--- config.mk ---
export PLATFORM = sky130hd
export DESIGN_NAME = size_class_buffer_pool_allocator_core
export DESIGN_NICKNAME = d
export VERILOG_FILES = /design/src/rtl/scba_pkg.sv /design/src/rtl/scba_front.sv /design/src/rtl/scba_queue.sv /design/src/rtl/scba_back.sv /design/src/rtl/size_class_buffer_pool_allocator_core.sv
export SDC_FILE = /design/constraint.sdc
export NUM_CORES = 1
export LEC_CHECK = 0
export ABC_AREA = 1
export BUFFER_PORTS_ARGS = -buffer_cell sky130_fd_sc_hd__buf_2
export CELL_PAD_IN_SITES_DETAIL_PLACEMENT = 1
export CELL_PAD_IN_SITES_GLOBAL_PLACEMENT = 2
export CORE_MARGIN = 4
export CORE_UTILIZATION = 34
export DETAILED_ROUTE_END_ITERATION = 8
export PLACE_DENSITY_LB_ADDON = 0.1
export SLEW_MARGIN = 15
export SYNTH_ARGS = -nofsm -noshare
export SYNTH_HDL_FRONTEND = slang
export SYNTH_HIERARCHICAL = 1
export SYNTH_SLANG_ARGS = --single-unit
--- constraint.sdc ---
create_clock -name clk -period 2.2 [get_ports clk]
set_clock_uncertainty 0.15 [all_clocks]
set_input_delay 0.33 -clock clk [delete_from_list [all_inputs] [get_ports clk]]
set_output_delay 0.33 -clock clk [all_outputs]
set_load 0.01 [all_outputs]
--- src/rtl/scba_pkg.sv ---
// ----------------------------------------------------------------------------
// scba_pkg
// Shared types, codes and constant tables of the size-class pool allocator.
// ----------------------------------------------------------------------------
package scba_pkg;

	// Fixed field widths
	localparam int SIZE_W  = 32;
	localparam int IDX_W   = 7;
	localparam int CNT_W   = IDX_W + 1;  // holds pool size itself
	localparam int CFG_W   = 3;

	// Register file and queue sizing
	localparam int NUM_CLASS_REGS = 7;
	localparam int QUEUE_DEPTH    = 2;

	// Default sizing
	localparam int DEF_POOL_BUFFERS = 71;
	localparam int DEF_SIZE_CLASSES = 7;

	// Command codes
	localparam logic CMD_ALLOC   = 1'b0;
	localparam logic CMD_RELEASE = 1'b1;

	// Result status codes
	typedef enum logic [1:0] {
		ST_GRANTED   = 2'd0,
		ST_NO_FREE   = 2'd1,
		ST_RELEASED  = 2'd2,
		ST_BAD_INDEX = 2'd3
	} status_t;

	// Work kind decided by the front end
	typedef enum logic [1:0] {
		K_SCAN    = 2'd0,  // allocate, scan from idx
		K_FREE    = 2'd1,  // release idx
		K_BAD_IDX = 2'd2,  // release index out of range
		K_NO_FREE = 2'd3   // allocate with nothing to scan
	} kind_t;

	// Queue entry between front and back
	typedef struct packed {
		kind_t              kind;
		logic [CNT_W-1:0]   idx;
	} work_t;

	// First pool index of each class
	function automatic logic [CNT_W-1:0] class_start(input logic [CFG_W-1:0] c);
		logic [CNT_W-1:0] s;
		unique case (c)
			3'd0:    s = 8'd0;
			3'd1:    s = 8'd16;
			3'd2:    s = 8'd48;
			3'd3:    s = 8'd56;
			3'd4:    s = 8'd64;
			3'd5:    s = 8'd68;
			3'd6:    s = 8'd70;
			default: s = 8'd128;
		endcase
		return s;
	endfunction

	// Class byte size after reset
	function automatic logic [SIZE_W-1:0] class_size_reset(input logic [CFG_W-1:0] c);
		logic [SIZE_W-1:0] s;
		unique case (c)
			3'd0:    s = 32'd65536;
			3'd1:    s = 32'd524288;
			3'd2:    s = 32'd1048576;
			3'd3:    s = 32'd4194304;
			3'd4:    s = 32'd8388608;
			3'd5:    s = 32'd16777216;
			3'd6:    s = 32'd33554432;
			default: s = '0;
		endcase
		return s;
	endfunction

endpackage

--- src/rtl/scba_front.sv ---
// ----------------------------------------------------------------------------
// scba_front
// Holds the class size registers and classifies each request into a work
// entry: scan start for allocate, range check for release.
// ----------------------------------------------------------------------------
module scba_front
	import scba_pkg::*;
#(
	parameter int POOL_BUFFERS = DEF_POOL_BUFFERS,
	parameter int SIZE_CLASSES = DEF_SIZE_CLASSES
) (
	input  logic              clk,
	input  logic              arst_n,
	input  logic              cfg_valid,
	input  logic [CFG_W-1:0]  cfg_index,
	input  logic [SIZE_W-1:0] cfg_data,
	input  logic              command,
	input  logic [SIZE_W-1:0] request_bytes,
	input  logic [IDX_W-1:0]  release_index,
	output work_t             entry
);

	logic [SIZE_W-1:0] size_q [NUM_CLASS_REGS];
	logic [CNT_W-1:0]  start;

	// Class size registers
	always_ff @(posedge clk or negedge arst_n) begin
		if (!arst_n) begin
			for (int i = 0; i < NUM_CLASS_REGS; i++) begin
				size_q[i] <= class_size_reset(CFG_W'(i));
			end
		end else if (cfg_valid && (cfg_index < CFG_W'(NUM_CLASS_REGS))) begin
			size_q[cfg_index] <= cfg_data;
		end
	end

	// First class that fits wins; walk backwards so the lowest overrides
	always_comb begin
		start = CNT_W'(POOL_BUFFERS);
		for (int c = SIZE_CLASSES - 1; c >= 0; c--) begin
			if (size_q[c] >= request_bytes) begin
				start = class_start(CFG_W'(c));
			end
		end
	end

	// Build the work entry
	always_comb begin
		if (command == CMD_RELEASE) begin
			entry.idx = {1'b0, release_index};
			if ({1'b0, release_index} < CNT_W'(POOL_BUFFERS)) begin
				entry.kind = K_FREE;
			end else begin
				entry.kind = K_BAD_IDX;
			end
		end else begin
			entry.idx = start;
			if (start < CNT_W'(POOL_BUFFERS)) begin
				entry.kind = K_SCAN;
			end else begin
				entry.kind = K_NO_FREE;
			end
		end
	end

endmodule

--- src/rtl/scba_queue.sv ---
// ----------------------------------------------------------------------------
// scba_queue
// Two-entry queue of work entries between front and back end.
// ----------------------------------------------------------------------------
module scba_queue
	import scba_pkg::*;
(
	input  logic  clk,
	input  logic  arst_n,
	input  logic  push,
	input  work_t push_entry,
	output logic  not_full,
	input  logic  pop,
	output logic  not_empty,
	output work_t pop_entry
);

	localparam int PTR_W = (QUEUE_DEPTH > 1) ? $clog2(QUEUE_DEPTH) : 1;
	localparam int FILL_W = $clog2(QUEUE_DEPTH + 1);

	work_t             mem_q [QUEUE_DEPTH];
	logic [PTR_W-1:0]  wr_ptr_q;
	logic [PTR_W-1:0]  rd_ptr_q;
	logic [FILL_W-1:0] fill_q;

	assign not_full  = (fill_q != FILL_W'(QUEUE_DEPTH));
	assign not_empty = (fill_q != '0);
	assign pop_entry = mem_q[rd_ptr_q];

	// Storage
	always_ff @(posedge clk) begin
		if (push && not_full) begin
			mem_q[wr_ptr_q] <= push_entry;
		end
	end

	// Pointers and fill level
	always_ff @(posedge clk or negedge arst_n) begin
		if (!arst_n) begin
			wr_ptr_q <= '0;
			rd_ptr_q <= '0;
			fill_q   <= '0;
		end else begin
			if (push && not_full) begin
				wr_ptr_q <= (wr_ptr_q == PTR_W'(QUEUE_DEPTH - 1)) ? '0 : wr_ptr_q + 1'b1;
			end
			if (pop && not_empty) begin
				rd_ptr_q <= (rd_ptr_q == PTR_W'(QUEUE_DEPTH - 1)) ? '0 : rd_ptr_q + 1'b1;
			end
			unique case ({push && not_full, pop && not_empty})
				2'b10:   fill_q <= fill_q + 1'b1;
				2'b01:   fill_q <= fill_q - 1'b1;
				default: fill_q <= fill_q;
			endcase
		end
	end

endmodule

--- src/rtl/scba_back.sv ---
// ----------------------------------------------------------------------------
// scba_back
// Owns the in-use flags. Releases finish at the pop; allocations scan
// one flag per cycle from the class start to a free flag or the pool end.
// ----------------------------------------------------------------------------
module scba_back
	import scba_pkg::*;
#(
	parameter int POOL_BUFFERS = DEF_POOL_BUFFERS
) (
	input  logic             clk,
	input  logic             arst_n,
	input  logic             q_valid,
	input  work_t            q_entry,
	output logic             q_pop,
	output logic             out_valid,
	input  logic             out_ready,
	output logic [1:0]       status,
	output logic [IDX_W-1:0] granted_index
);

	localparam int PTR_W = (POOL_BUFFERS > 1) ? $clog2(POOL_BUFFERS) : 1;

	typedef enum logic {S_IDLE, S_SCAN} state_t;

	state_t                  state_q;
	logic [POOL_BUFFERS-1:0] flags_q;
	logic [PTR_W-1:0]        ptr_q;
	logic                    slot_free;
	logic                    res_load;
	status_t                 status_q;

	assign slot_free = !out_valid || out_ready;
	assign q_pop     = (state_q == S_IDLE) && q_valid && slot_free;
	assign status    = status_q;

	// A result is produced this cycle: non-scan kinds at pop, or scan end
	assign res_load = (q_pop && (q_entry.kind != K_SCAN)) ||
		((state_q == S_SCAN) &&
		(!flags_q[ptr_q] || (ptr_q == PTR_W'(POOL_BUFFERS - 1))));

	// Sequencer, flags and result register
	always_ff @(posedge clk or negedge arst_n) begin
		if (!arst_n) begin
			state_q       <= S_IDLE;
			flags_q       <= '0;
			ptr_q         <= '0;
			out_valid     <= 1'b0;
			status_q      <= ST_GRANTED;
			granted_index <= '0;
		end else begin
			// New result replaces the one taken in the same cycle
			if (res_load) begin
				out_valid <= 1'b1;
			end else if (out_ready) begin
				out_valid <= 1'b0;
			end
			unique case (state_q)
				S_IDLE: begin
					if (q_pop) begin
						unique case (q_entry.kind)
							K_SCAN: begin
								ptr_q   <= q_entry.idx[PTR_W-1:0];
								state_q <= S_SCAN;
							end
							K_FREE: begin
								flags_q[q_entry.idx[PTR_W-1:0]] <= 1'b0;
								status_q      <= ST_RELEASED;
								granted_index <= '0;
							end
							K_BAD_IDX: begin
								status_q      <= ST_BAD_INDEX;
								granted_index <= '0;
							end
							K_NO_FREE: begin
								status_q      <= ST_NO_FREE;
								granted_index <= '0;
							end
							default: ;
						endcase
					end
				end
				S_SCAN: begin
					// Slot is free here: nothing fills it while scanning
					if (!flags_q[ptr_q]) begin
						flags_q[ptr_q] <= 1'b1;
						status_q       <= ST_GRANTED;
						granted_index  <= IDX_W'(ptr_q);
						state_q        <= S_IDLE;
					end else if (ptr_q == PTR_W'(POOL_BUFFERS - 1)) begin
						status_q      <= ST_NO_FREE;
						granted_index <= '0;
						state_q       <= S_IDLE;
					end else begin
						ptr_q <= ptr_q + 1'b1;
					end
				end
				default: state_q <= S_IDLE;
			endcase
		end
	end

	// A scan never starts while an undelivered result is pending
	a_scan_slot_free: assert property (@(posedge clk) disable iff (!arst_n)
		(state_q == S_SCAN) |-> !out_valid)
		else $error("scan running with result pending");

	// A granted buffer is marked used right after the grant
	a_grant_marks: assert property (@(posedge clk) disable iff (!arst_n)
		((state_q == S_SCAN) && !flags_q[ptr_q]) |=> flags_q[$past(ptr_q)])
		else $error("granted buffer not marked used");

	// Non-grant results carry a zero index
	a_idx_zero: assert property (@(posedge clk) disable iff (!arst_n)
		(out_valid && (status_q != ST_GRANTED)) |-> (granted_index == '0))
		else $error("index set on non-grant result");

	// Granted index lies inside the pool
	a_idx_range: assert property (@(posedge clk) disable iff (!arst_n)
		(out_valid && (status_q == ST_GRANTED)) |->
		({1'b0, granted_index} < CNT_W'(POOL_BUFFERS)))
		else $error("granted index beyond pool");

endmodule

--- src/rtl/size_class_buffer_pool_allocator_core.sv ---
// ----------------------------------------------------------------------------
// size_class_buffer_pool_allocator_core
// Allocator over a pool of buffers grouped into ascending size classes.
// ----------------------------------------------------------------------------
// Usage:
//   cfg channel: cfg_index 0..6 selects a class size register, cfg_data is
//   its byte size; always ready, write only while the block is idle.
//   in channel: command 0 allocates a buffer of request_bytes, command 1
//   releases buffer release_index. Accepted while the two-entry work queue
//   has room.
//   out channel: status and granted_index, one result per request, in
//   request order, held until taken.
// Flow: each request is classified by the front end and stored in the work
//   queue; a release or a rejected allocate has its result registered at
//   the edge it leaves the queue. An allocate scans one in-use flag per
//   cycle from its class start and its result is registered when a free
//   flag is found or the last flag of the pool is examined. The back end
//   takes a new entry only when idle, so later requests wait in the queue.
// Reset: all buffers free, class sizes back to their defaults, queue empty.
// Stall: a result not taken holds the back end; the queue keeps accepting
//   up to two more requests, then in_ready drops.
// ----------------------------------------------------------------------------
module size_class_buffer_pool_allocator_core
	import scba_pkg::*;
#(
	parameter int POOL_BUFFERS = DEF_POOL_BUFFERS,
	parameter int SIZE_CLASSES = DEF_SIZE_CLASSES
) (
	input  logic              clk,
	input  logic              arst_n,
	input  logic              cfg_valid,
	output logic              cfg_ready,
	input  logic [CFG_W-1:0]  cfg_index,
	input  logic [SIZE_W-1:0] cfg_data,
	input  logic              in_valid,
	output logic              in_ready,
	input  logic              command,
	input  logic [SIZE_W-1:0] request_bytes,
	input  logic [IDX_W-1:0]  release_index,
	output logic              out_valid,
	input  logic              out_ready,
	output logic [1:0]        status,
	output logic [IDX_W-1:0]  granted_index
);

	work_t front_entry;
	work_t back_entry;
	logic  q_not_full;
	logic  q_not_empty;
	logic  q_pop;

	assign cfg_ready = 1'b1;
	assign in_ready  = q_not_full;

	// Classify requests
	scba_front #(
		.POOL_BUFFERS(POOL_BUFFERS),
		.SIZE_CLASSES(SIZE_CLASSES)
	) u_front (
		.clk          (clk),
		.arst_n       (arst_n),
		.cfg_valid    (cfg_valid),
		.cfg_index    (cfg_index),
		.cfg_data     (cfg_data),
		.command      (command),
		.request_bytes(request_bytes),
		.release_index(release_index),
		.entry        (front_entry)
	);

	// Decoupling queue
	scba_queue u_queue (
		.clk       (clk),
		.arst_n    (arst_n),
		.push      (in_valid),
		.push_entry(front_entry),
		.not_full  (q_not_full),
		.pop       (q_pop),
		.not_empty (q_not_empty),
		.pop_entry (back_entry)
	);

	// Execute against the flags
	scba_back #(
		.POOL_BUFFERS(POOL_BUFFERS)
	) u_back (
		.clk          (clk),
		.arst_n       (arst_n),
		.q_valid      (q_not_empty),
		.q_entry      (back_entry),
		.q_pop        (q_pop),
		.out_valid    (out_valid),
		.out_ready    (out_ready),
		.status       (status),
		.granted_index(granted_index)
	);

endmodule

Word-level counts from Yosys, hierarchy flattened
Memory sizes are Yosys's and may differ from the RTL's.
Cells that the tools add are included.
{"block": "word_totals", "reg_bits": 317, "latch_bits": 0, "ram_bits": 20, "mem_bits_ro": 0, "in_bits": 80, "output_inout_bits": 12, "wordCells": 134, "mem_count": 1}
{"memory": "u_queue.mem_q", "depth": 2, "width": 10, "rd": 1, "rd_ports_with_merged_regs": 0, "write_ports": 1, "line": "scba_queue.sv:21", "rtl": "work_t mem_q [QUEUE_DEPTH];"}
{"block": "op_classes", "n_addsub": 5, "n_mul": 0, "div_mod_pow": 0, "n_lt_le_gt_ge": 16, "eq_ne": 16, "n_shift": 0, "muxes": 50, "bitwise_logic": 5, "n_reduce_logical": 25}
{"operator": "$bwmux 224", "count": 1}
{"operator": "$ge 32x32->1", "count": 7}
{"operator": "$mux 71", "count": 3}
{"operator": "$pmux 71 s2", "count": 1}
{"operator": "$demux 32 s3", "count": 1}
{"operator": "$and 71x71->71", "count": 1}
{"operator": "$not 71->71", "count": 1}
{"operator": "$or 71x71->71", "count": 1}
{"operator": "$mux 7", "count": 8}
{"operator": "$mux 8", "count": 6}
{"operator": "$mux 32", "count": 1}
{"operator": "$pmux 7 s2", "count": 2}
{"operator": "$lt 7x8->1 const B", "count": 2}
{"operator": "$demux 1 s7", "count": 2}
{"operator": "$ge 7x1->1 const B", "count": 2}
{"operator": "$mux 1", "count": 14}
{"operator": "$ne 2x2->1 const B", "count": 7}
{"operator": "$logic_and 1x1->1", "count": 10}
{"operator": "$mux 10", "count": 1}
{"operator": "$mux 2", "count": 5}
{"operator": "$reduce_and 3->1", "count": 3}
{"operator": "$lt 8x7->1 const B", "count": 1}
{"operator": "$pmux 2 s2", "count": 2}
{"operator": "$reduce_bool 2->1", "count": 4}
{"operator": "24 further kinds", "count": 31}

Longest topological paths before layout
Gate-level depths: netlist of the first run.
{"block": "depth", "depth_word": 11, "ltp_mapped": 18}

Modules after synthesis
The synthesis of the first run kept the hierarchy.
{"mod": "scba_front", "instances": 1, "cells_per_inst": 1565, "area_each_um2": 13316.5}
{"mod": "scba_back", "instances": 1, "cells_per_inst": 838, "area_each_um2": 5660.4}
{"mod": "scba_queue", "instances": 1, "cells_per_inst": 82, "area_each_um2": 965.9}
{"mod": "size_class_buffer_pool_allocator_core", "instances": 1, "cells_per_inst": 2, "area_each_um2": 11.3}

Worst setup path after synthesis of the first run
No wires, ideal clock.
{"block": "synth_timing", "kind": "register -> register", "startpoint": "register u_back.ptr_q[0]", "endpoint": "register u_back.flags_q[19]", "setup_time_ps": 134, "arrival_ps": 1890, "path_slack_ps": 26, "stages_incl_launch_ff": 14, "path_buffers": 3, "synth_period_minus_slack_ps": 2174, "path_cell_list": "dfrtp_1 buf_4 buf_4 o211ai_1 nand2_1 nor2_1 nor2_1 nor2_1 nand2_1 nand2_2 nand4_4 nand2_2 clkbuf_1 o21ai_0"}
{"block": "synth_between", "elab_chain_cells": 7, "word_cells_on_any_way": 12, "cone_classes": "2 x order compare; 1 x eq/ne; 6 x mux; 1 x bitwise; 2 x reduce/logical"}
{"item": "from (decl)", "line": "scba_back.sv:28", "rtl": "logic [PTR_W-1:0] ptr_q;"}
{"item": "from (signal assigned)", "line": "scba_back.sv:63", "rtl": "ptr_q <= q_entry.idx[PTR_W-1:0];"}
{"item": "from (signal assigned)", "line": "scba_back.sv:95", "rtl": "ptr_q <= ptr_q + 1'b1;"}
{"item": "$lt 7x8->1 (implied by the code) or $ge 7x1->1 (tied branches)", "line": "scba_back.sv:86", "rtl": "flags_q[ptr_q] <= 1'b1;"}
{"item": "$logic_and 1x1->1 (implied by the code)", "line": "scba_back.sv:86"}
{"item": "$mux 1 (implied by the code)", "line": "scba_back.sv:86"}
{"item": "$demux 1 s7"}
{"item": "$or 71x71->71 (no line)"}
{"item": "$mux 71", "line": "scba_back.sv:85", "rtl": "if (!flags_q[ptr_q]) begin"}
{"item": "$pmux 71 s2", "line": "scba_back.sv:58", "rtl": "unique case (state_q)"}
{"item": "to (signal assigned)", "line": "scba_back.sv:46", "rtl": "flags_q <= '0;"}
{"item": "to (signal, indexed assignment)", "line": "scba_back.sv:67", "rtl": "flags_q[q_entry.idx[PTR_W-1:0]] <= 1'b0;"}
{"item": "to (signal, indexed assignment)", "line": "scba_back.sv:86"}
{"item": "to (decl)", "line": "scba_back.sv:27", "rtl": "logic [POOL_BUFFERS-1:0] flags_q;"}
Several ways; a longest one is shown, not always the timed one. The select of a mux whose other input is x is not followed.
A chain may end at the register's enable or synchronous reset.

Final worst setup path of the first run
{"block": "layout_timing", "startpoint": "register u_back.ptr_q[0]", "endpoint": "register u_back.flags_q[29]"}
The elaborated chain is that of the path after synthesis.

==> flow_metrics.py, run 1 <==
metrics = {
    "cts": {
        "clockBufferDepth": 3,
        "cts_sinks": 335,
        "cts_buffers": 44,
        "clockRootBuffer": "clkbuf_16",
        "cts_tree": "yes",
        "cts.htree.levels": 2,
        "clk_pin_slew_ns": 0.06,
        "worstSkewPairLatency_ns": 0.58,
    },
    "sta": {
        "fin_crit_sh_pct": 120,
        "slew_headroom_pct": 61.2,
        "drv_slew": 0,
        "fin_ws_ns": -0.446,
        "finalSetupViolCount": 105,
        "worstMarginPinSlew_ns": 0.581,
        "rsz0062_at_grt": "true",
        "fin_tns_setup_ns": -33.03,
        "min_period_ns": 2.65,
        "finalHoldViolations": 0,
        "fmax_mhz": 378,
    },
    "power_and_ir_drop": {
        "leakage_uw": 0.0134,
        "power.total_uw": 28900,
        "power_density_nw_per_um2": 1070,
        "vdd_drop_max_mv": 0.823,
    },
    "drt": {
        "vias": 18700,
        "post_drt_wl_per_cell_um": 20.6,
        "drt_pass1_iterations": 4,
        "drcViolationCount": 0,
        "drtIter0Drc": 933,
        "viasPerCell": 5.10,
        "ant_nets": 0,
        "wl_mm": 75.6,
    },
    "logic_synthesis": {
        "syn_area_per_cell_um2": 8.01,
        "syn_inst": 2480,
        "synth_nets": 2791,
        "yosys_warnings": 6,
        "syn_area_um2": 19900,
    },
    "worst_hold_path": {
        "hold_path.class": "input port to flop",
    },
    "die": {
        "die-height_um": 250,
        "num_io_pins": 92,
        "rows": 88,
        "die_area_um2": 62400,
        "fp.dieW_um": 250,
        "core_um2": 57800,
        "start_util_pct": 34.4,
    },
    "cells_and_area": {
        "nets": 3179,
        "num_antenna_cells": 0,
        "fin_cells": 3668,
        "final_area_um2": 27100,
        "drive_gt1_share_pct": 27.1,
        "syn_to_final_growth_pct": 36.2,
    },
    "global_route": {
        "grt.total_usage_pct": 23.3,
        "grt_start_max_net_pins": 81,
        "grt_first_pass_wirelength_mm": 115,
        "grt_pass1_vias": 19800,
        "antenna_found_initial": 0,
        "grt-ovfl-total": 0,
    },
    "critical_path": {
        "path_class": "flop to flop",
        "startpoint_type": "flop",
        "crit_path_end_kind": "flop",
        "crit_arrival_ns": 2.97,
        "crit_fanout": 6,
        "critical_path_required_ns": 2.52,
    },
    "placed_design": {
        "place_inst": 3511,
        "place_congestion": 0.867,
        "dp_hpwl_mm": 53.1,
        "numPortBuffers": 90,
        "place_area_um2": 23000,
    },
    "status": {
        "outcome": "finished, violations left",
        "violations": "negative setup slack",
    },
    "job": {
        "max_cap_viol_count": 0,
    },
}
## final timing paths
kind	from	to	slack, ns	cells after the start
setup / recovery	u_back/ptr_q[0]	u_back/flags_q[29]	-0.45	21
hold / removal	cfg_data[7]	u_front/size_q[7]	0.03	3
setup reg to reg	u_back/ptr_q[0]	u_back/flags_q[29]	-0.45	21
hold reg to reg	u_back/flags_q[13]	u_back/flags_q[13]	0.33	2
max in group asynchronous	arst_n	u_front/size_q[25]	1.06	3
min in group asynchronous	arst_n	u_front/size_q[76]	0.05	2
## cells in the final DEF, fill, tap and decap left out, types with 8 or more instances in the layout
cell	count
clkinv_2	9
nand3_2	15
inv_1	225
nor3_1	17
edfxtp_1	18
o21ai_0	333
clkbuf_8	9
buf_2	89
nand2_2	98
nand2_1	604
buf_12	21
ha_1	181
o21ai_1	66
nor2_2	24
o211ai_1	11
o21ai_2	16
clkbuf_1	9
a21oi_2	34
buf_6	16
a31oi_1	8
nand4_1	21
nand3_1	62
clkbuf_16	50
dlygate4sd3_1	28
a21oi_1	98
buf_4	254
ha_4	50
nor2_4	19
nand2_4	21
nor2_1	96
dfrtp_1	310
## metrics by stage
stage | hold slack (ns) | utilization [%] | setup slack, ns
2_1_floorplan | -0.116 | - | 0.0264
3_5_place_dp | 0.0557 | 39.8 | -0.775
3_3_place_gp | 0.0555 | 39.8 | -0.754
4_1_cts | 0.00498 | 44.3 | -0.399
6_report | 0.0258 | 46.8 | -0.446
5_1_grt | 0.0312 | 46.8 | -0.546
## where the power goes
group / switching [uW] / total (uW) / leakage [uW] / internal (uW)
Combinational: 7540 / 13000 / 0.00844 / 5480
Sequential: 945 / 8540 / 0.00423 / 7600
Clock: 2950 / 7310 / 0.000718 / 4350
## critical path, stage by stage, from the launching register on
cell       delay (ns)
dfrtp_1          0.39
buf_6            0.15
inv_6            0.04
buf_8            0.13
clkbuf_16        0.16
nand2_2          0.05
nand2_2          0.06
nand2_1          0.06
nand2_1          0.05
nand2_1          0.05
nand2_1          0.06
nand2_1          0.07
nand2_2          0.07
o21ai_4          0.18
buf_6            0.12
nand4_4          0.13
nand2_8          0.15
buf_12           0.13
buf_12           0.15
nand2_1          0.06
nand2_1          0.05
nand2_1          0.05
## flip-flops by register name (all words and copies together), names as in the netlist
signal and cells:
u_back/state_q 1, u_queue/fill_q 2, u_front/size_q 224, u_back/granted_index 7, u_back/out_valid 1, u_queue/wr_ptr_q 1
u_queue/rd_ptr_q 1, u_back/ptr_q 7, u_queue/mem_q 18, u_back/status 2, u_back/flags_q 71
## final cells by class
type | instances | area (um2)
clock inverters | 17 | 148
flip-flops and latches | 335 | 8480
repair buffers | 419 | 3490
inverters | 235 | 890
well taps | 765 | 957
multi-input cells | 1833 | 11800
clock buffers | 64 | 1310
fillers | 6831 | 30700
## metal layers
metal  vias up  GRT usage (%)  wire length [um]
met1      9258           32.6             35400
met3       119           2.78              2400
met4         0           7.54              2360
li1       9032              -                 -
met2       292           38.0             35400
met5         -              0                 0
## repair_timing
item,4_1_cts,5_1_grt
buffers inserted,17,25
hold buffers,28,0
endpoints found under the hold margin,407,0
gates cloned,6,4
setup endpoints to repair,107,107
resized for setup,155,254
pin swaps,29,96
Power figures use the tool's default switching activity.
==> inputs of run 2 (changes only) <==
--- a/config.mk
+++ b/config.mk
@@ -13,6 +13,7 @@
 export CORE_UTILIZATION = 34
 export DETAILED_ROUTE_END_ITERATION = 8
 export PLACE_DENSITY_LB_ADDON = 0.1
+export SKIP_CTS_REPAIR_TIMING = 1
 export SLEW_MARGIN = 15
 export SYNTH_ARGS = -nofsm -noshare
 export SYNTH_HDL_FRONTEND = slang
==> flow_metrics.py, run 2 (same netlist as run 1, synthesis figures left out) <==
metrics = {
    "critical_path": {
        "cp_slowest_cell": "dfrtp_1",
        "timing.rr.start": "u_back/ptr_q[0]",
        "ff2ff_path_depth": 20,
        "crit_path_frequent_cell": "nand2_1",
        "crit_fanout": 8,
        "crit_arrival_ns": 2.91,
        "r2r_end": "u_back/flags_q[29]",
        "startpoint_type": "flop",
        "cp_slowest_stage_delay_ns": 0.41,
        "path_class": "flop to flop",
        "critical_path_required_ns": 2.52,
        "path_buf_inv": 6,
        "crit_path_end_kind": "flop",
        "cp_top_family": "simple AND/OR/NAND/NOR gates",
        "ff2ff_setup_slack_ns": -0.39,
        "worst-path-stages": 20,
        "cp_cell_sequence": "buf_6, inv_4, buf_6, buf_12, nand2_1, nand2_2, nand2_1, nand2_1, nand2_1, nand2_1, nand2_1, nand2_1, o21ai_2, buf_4, nand4_4, nand2_8, clkbuf_16, nand2_1, nand2_1, nand2_1",
    },
    "cts": {
        "cts.htree.levels": 2,
        "clk_pin_slew_ns": 0.06,
        "cts_sinks": 335,
        "cts_buffers": 44,
        "clockRootBuffer": "clkbuf_16",
        "clockBufferDepth": 3,
        "worstSkewPairLatency_ns": 0.59,
        "cts_tree": "yes",
    },
    "die": {
        "die_area_um2": 62400,
        "core_um2": 57800,
        "die-height_um": 250,
        "num_io_pins": 92,
        "rows": 88,
        "start_util_pct": 34.4,
        "fp.dieW_um": 250,
    },
    "global_route": {
        "grt-ovfl-total": 0,
        "grt_first_pass_wirelength_mm": 112,
        "grt_pass1_vias": 19400,
        "grt.total_usage_pct": 22.7,
        "grt_start_max_net_pins": 81,
        "antenna_found_initial": 1,
    },
    "cells_and_area": {
        "syn_to_final_growth_pct": 27.7,
        "top_register": "u_front/size_q",
        "largestRegisters": "u_front/size_q (224), u_back/flags_q (71), u_queue/mem_q (18)",
        "drive_gt1_share_pct": 20.6,
        "largest_reg_flops": 224,
        "num_antenna_cells": 0,
        "final_area_um2": 25400,
        "nets": 3125,
        "mostFrequentLayoutCells": "nand2_1, o21ai_0, dfrtp_1",
        "final_common_cell": "nand2_1",
        "fin_cells": 3614,
    },
    "worst_hold_path": {
        "holdCritStartpoint": "cfg_data[12]",
        "hold_path.class": "input port to flop",
        "hold-path-endpoint": "u_front/size_q[12]",
        "hold-path-cell-count": 3,
    },
    "sta": {
        "fmax_mhz": 386,
        "fin_tns_setup_ns": -29.50,
        "min_period_ns": 2.59,
        "drv_slew": 0,
        "worstMarginPinSlew_ns": 0.578,
        "fin_ws_ns": -0.388,
        "worst_hold_slack_ns": -0.0244,
        "fin_crit_sh_pct": 118,
        "finalHoldViolations": 15,
        "slew_headroom_pct": 61.4,
        "finalSetupViolCount": 107,
        "rsz0062_at_grt": "true",
    },
    "drt": {
        "drtIter0Drc": 852,
        "ant_nets": 0,
        "post_drt_wl_per_cell_um": 20.2,
        "drcViolationCount": 0,
        "vias": 18400,
        "drt_pass1_iterations": 4,
        "viasPerCell": 5.09,
        "wl_mm": 73.1,
    },
    "placed_design": {
        "dp_hpwl_mm": 53.1,
        "numPortBuffers": 90,
        "place_area_um2": 23000,
        "place_inst": 3511,
        "place_congestion": 0.867,
        "dp_slack_ns": -0.775,
    },
    "power_and_ir_drop": {
        "power.total_uw": 27200,
        "power_density_nw_per_um2": 1070,
        "leakage_uw": 0.0129,
        "vdd_drop_max_mv": 0.722,
    },
    "status": {
        "outcome": "finished, violations left",
        "violations": "negative hold slack, negative setup slack",
    },
    "job": {
        "max_cap_viol_count": 0,
    },
}
[run 2: changes by cell type in the layout (fill, tap and decap cells not counted), moves of 23 or more]
cell | previous run | this run
o21ai_0 | 333 | 356
nand2_2 | 98 | 50
ha_4 | 50 | 12
nand2_1 | 604 | 668
a21oi_1 | 98 | 121
ha_1 | 181 | 219
[run 2: area by class of cell]
| type | instances | area (um2) |
|---|---|---|
| fill | 6984 | 32400 |
| multi-input combinational | 1833 | 10700 |
| sequential | 335 | 8480 |
| timing repair buffer | 365 | 2880 |
| clock buffer | 64 | 1310 |
| tap | 765 | 957 |
| inverter | 235 | 885 |
| clock inverter | 17 | 148 |
[run 2: worst max-delay path by stage]
stage / from / end / slack, ns
after floorplan: u_back/ptr_q[0] / u_back/flags_q[19] / 0.03
after global placement: request_bytes[28] / u_queue/mem_q[0][0] / -0.75
after detailed placement: request_bytes[25] / u_queue/mem_q[0][0] / -0.77
after CTS: u_front/size_q[63] / u_queue/mem_q[0][0] / -0.52
after global routing: u_back/ptr_q[0] / u_back/flags_q[57] / -0.53
final: u_back/ptr_q[0] / u_back/flags_q[29] / -0.39
[run 2: worst reg2reg max path, stage by stage (launching register included)]
cell	delay (ns)
dfrtp_1	0.41
buf_6	0.15
inv_4	0.05
buf_6	0.14
buf_12	0.14
nand2_1	0.07
nand2_2	0.06
nand2_1	0.06
nand2_1	0.05
nand2_1	0.05
nand2_1	0.06
nand2_1	0.06
nand2_1	0.07
o21ai_2	0.15
buf_4	0.14
nand4_4	0.12
nand2_8	0.21
clkbuf_16	0.19
nand2_1	0.05
nand2_1	0.05
nand2_1	0.05
[run 2: per-stage QoR]
| stage | hold slack (ns) | util (%) |
|---|---|---|
| 4_1_cts | -0.572 | 42.4 |
| 6_report | -0.0244 | 43.9 |
| 3_5_place_dp | 0.0557 | 39.8 |
| 3_3_place_gp | 0.0555 | 39.8 |
| 5_1_grt | 0.0000820 | 43.9 |
| 2_1_floorplan | -0.116 | - |
[run 2: power breakdown]
group	switching [uW]	internal [uW]	total, uW	leakage (uW)
logic	6900	4530	11400	0.00794
registers	871	7600	8470	0.00423
clock network	2970	4350	7320	0.000718
[run 2: per-layer routing]
| metal | global-route usage, % | wire (um) |
|---|---|---|
| met1 | 32.0 | 34800 |
| met2 | 37.0 | 33800 |
| met3 | 2.70 | 2560 |
| met4 | 6.55 | 1920 |
| met5 | 0 | 13 |
==> inputs of run 3 (changes only) <==
--- a/config.mk
+++ b/config.mk
@@ -6,12 +6,12 @@
 export NUM_CORES = 1
 export LEC_CHECK = 0
 export ABC_AREA = 1
-export BUFFER_PORTS_ARGS = -buffer_cell sky130_fd_sc_hd__buf_2
 export CELL_PAD_IN_SITES_DETAIL_PLACEMENT = 1
 export CELL_PAD_IN_SITES_GLOBAL_PLACEMENT = 2
 export CORE_MARGIN = 4
-export CORE_UTILIZATION = 34
+export CORE_UTILIZATION = 35
 export DETAILED_ROUTE_END_ITERATION = 8
+export DONT_BUFFER_PORTS = 1
 export PLACE_DENSITY_LB_ADDON = 0.1
 export SKIP_CTS_REPAIR_TIMING = 1
 export SLEW_MARGIN = 15
==> flow_metrics.py, run 3 (same netlist as run 1, synthesis figures left out) <==
metrics = {
    "status": {
        "outcome": "finished, violations left",
        "violations": "negative hold slack, negative setup slack",
    },
    "job": {
        "max_cap_viol_count": 0,
    },
    "drt": {
        "ant_nets": 0,
        "drcViolationCount": 0,
        "met2_length_mm": 34.6,
        "top_layer_used": "met4",
        "drtIter0Drc": 994,
        "wl_mm": 73.8,
        "post_drt_wl_per_cell_um": 20.7,
        "met1Wirelength_mm": 35.1,
        "met3_length_mm": 2.30,
        "vias": 18300,
        "drt_pass1_iterations": 5,
        "viasPerCell": 5.12,
    },
    "global_route": {
        "grt_start_max_net_pins": 318,
        "grt_first_pass_wirelength_mm": 111,
        "antenna_found_initial": 0,
        "grt-ovfl-total": 0,
        "grt_pass1_vias": 18700,
        "grt.total_usage_pct": 23.5,
    },
    "sta": {
        "finalSetupViolCount": 107,
        "rsz0062_at_grt": "true",
        "finalHoldViolations": 318,
        "slew_headroom_pct": 40.3,
        "fin_crit_sh_pct": 119,
        "fin_tns_setup_ns": -31.70,
        "fmax_mhz": 383,
        "drv_slew": 0,
        "min_period_ns": 2.61,
        "worst_hold_slack_ns": -0.709,
        "fin_ws_ns": -0.408,
        "worstMarginPinSlew_ns": 0.895,
    },
    "cells_and_area": {
        "fin_util_pct": 45.9,
        "largestRegisters": "u_front/size_q (224), u_back/flags_q (71), u_queue/mem_q (18)",
        "final_common_cell": "nand2_1",
        "mostFrequentLayoutCells": "nand2_1, o21ai_0, dfrtp_1",
        "syn_to_final_growth_pct": 29.9,
        "nets": 3089,
        "largest_reg_flops": 224,
        "drive_gt1_share_pct": 20.3,
        "fin_cells": 3570,
        "top_register": "u_front/size_q",
        "fill_cells": 6645,
    },
    "placed_design": {
        "place_inst": 3426,
        "dp_slack_ns": -0.613,
        "dp_hpwl_mm": 51.2,
        "numPortBuffers": 0,
        "place_congestion": 0.864,
    },
    "power_and_ir_drop": {
        "power_density_nw_per_um2": 1070,
        "p_comb_share_pct": 43.0,
        "switching_share_pct": 39.2,
        "leakage_uw": 0.0128,
        "power.net_switching_uw": 10800,
        "clkPwrFrac_pct": 26.1,
        "p_int_uw": 16800,
        "power.total_uw": 27600,
        "vdd_drop_max_mv": 0.547,
        "seqPwrFrac_pct": 30.8,
    },
    "cts": {
        "clk_pin_slew_ns": 0.06,
        "cts.htree.levels": 2,
        "clockBufferDepth": 3,
        "clockRootBuffer": "clkbuf_16",
        "worstSkewPairLatency_ns": 0.58,
        "cts_tree": "yes",
        "cts_sinks": 335,
        "cts_buffers": 44,
    },
    "die": {
        "die-height_um": 246,
        "start_util_pct": 35.3,
        "fp.dieW_um": 246,
        "num_io_pins": 92,
        "rows": 87,
        "die_area_um2": 60700,
        "core_um2": 56300,
    },
    "critical_path": {
        "ff2ff_path_depth": 20,
        "startpoint": "u_back/ptr_q[0]",
        "crit_arrival_ns": 2.92,
        "crit_fanout": 9,
        "critical_path_required_ns": 2.52,
        "crit_path_end_kind": "flop",
        "path_class": "flop to flop",
        "startpoint_type": "flop",
        "timing.rr.start": "u_back/ptr_q[0]",
    },
    "worst_hold_path": {
        "hold_path.class": "input port to async pin",
    },
}
## run 3: per-stage QoR
step | cell area, um2 | hold WS [ns]
2_1_floorplan | 19900 | -0.116
3_3_place_gp | 22700 | -0.101
3_5_place_dp | 22700 | -0.0995
4_1_cts | 24100 | -0.732
5_1_grt | 25800 | -0.726
6_report | 25800 | -0.709
## run 3: critical path, stage by stage (launching register included)
cell and delay [ns]:
dfrtp_1 0.42, buf_6 0.15, inv_8 0.05, buf_12 0.13, buf_4 0.13, nand2_2 0.05
nand2_2 0.05, nand2_1 0.06, nand2_1 0.05, nand2_1 0.06, nand2_1 0.07, nand2_1 0.06
nand2_1 0.06, o21ai_2 0.19, buf_4 0.16, nand4_4 0.11, nand2_8 0.20, buf_12 0.17
nand2_1 0.06, nand2_1 0.05, nand2_1 0.05
## run 3: power by group through the flow
| stage | Clock (uW) | Combinational [uW] | Sequential [uW] |
|---|---|---|---|
| floorplan | 0 | 5610 | 8310 |
| global placement | 0 | 9880 | 8490 |
| detailed placement | 0 | 10200 | 8540 |
| CTS | 7460 | 10300 | 8450 |
| global route | 7720 | 13100 | 8660 |
| finish | 7220 | 11900 | 8510 |
## run 3: final timing paths
path / slack (ns) / to
worst max register to register: -0.41 / u_back/flags_q[31]
worst min-delay path: -0.71 / u_front/size_q[43]
min in group clk: -0.01 / u_front/size_q[129]
worst min register to register: 0.32 / u_back/flags_q[13]
worst max-delay path: -0.41 / u_back/flags_q[31]
max in group asynchronous: 1.85 / u_back/ptr_q[5]
## run 3: metal layers
layer  up-vias  GRT usage, %
met3        91          3.33
met1      9087          33.1
met4         0          5.86
li1       8845             -
met2       269          38.3
met5         -             0
## run 3: cell type report
cell class / instances / area, um2 / share of cell area (%)
antenna: 1 / 2.50 / 0.00969
clock buffer: 72 / 1280 / 4.95
clock inverter: 9 / 134 / 0.518
inverter: 235 / 890 / 3.45
multi-input combinational: 1833 / 11100 / 43.2
sequential: 335 / 8480 / 32.8
tap: 756 / 946 / 3.66
timing repair buffer: 329 / 2940 / 11.4
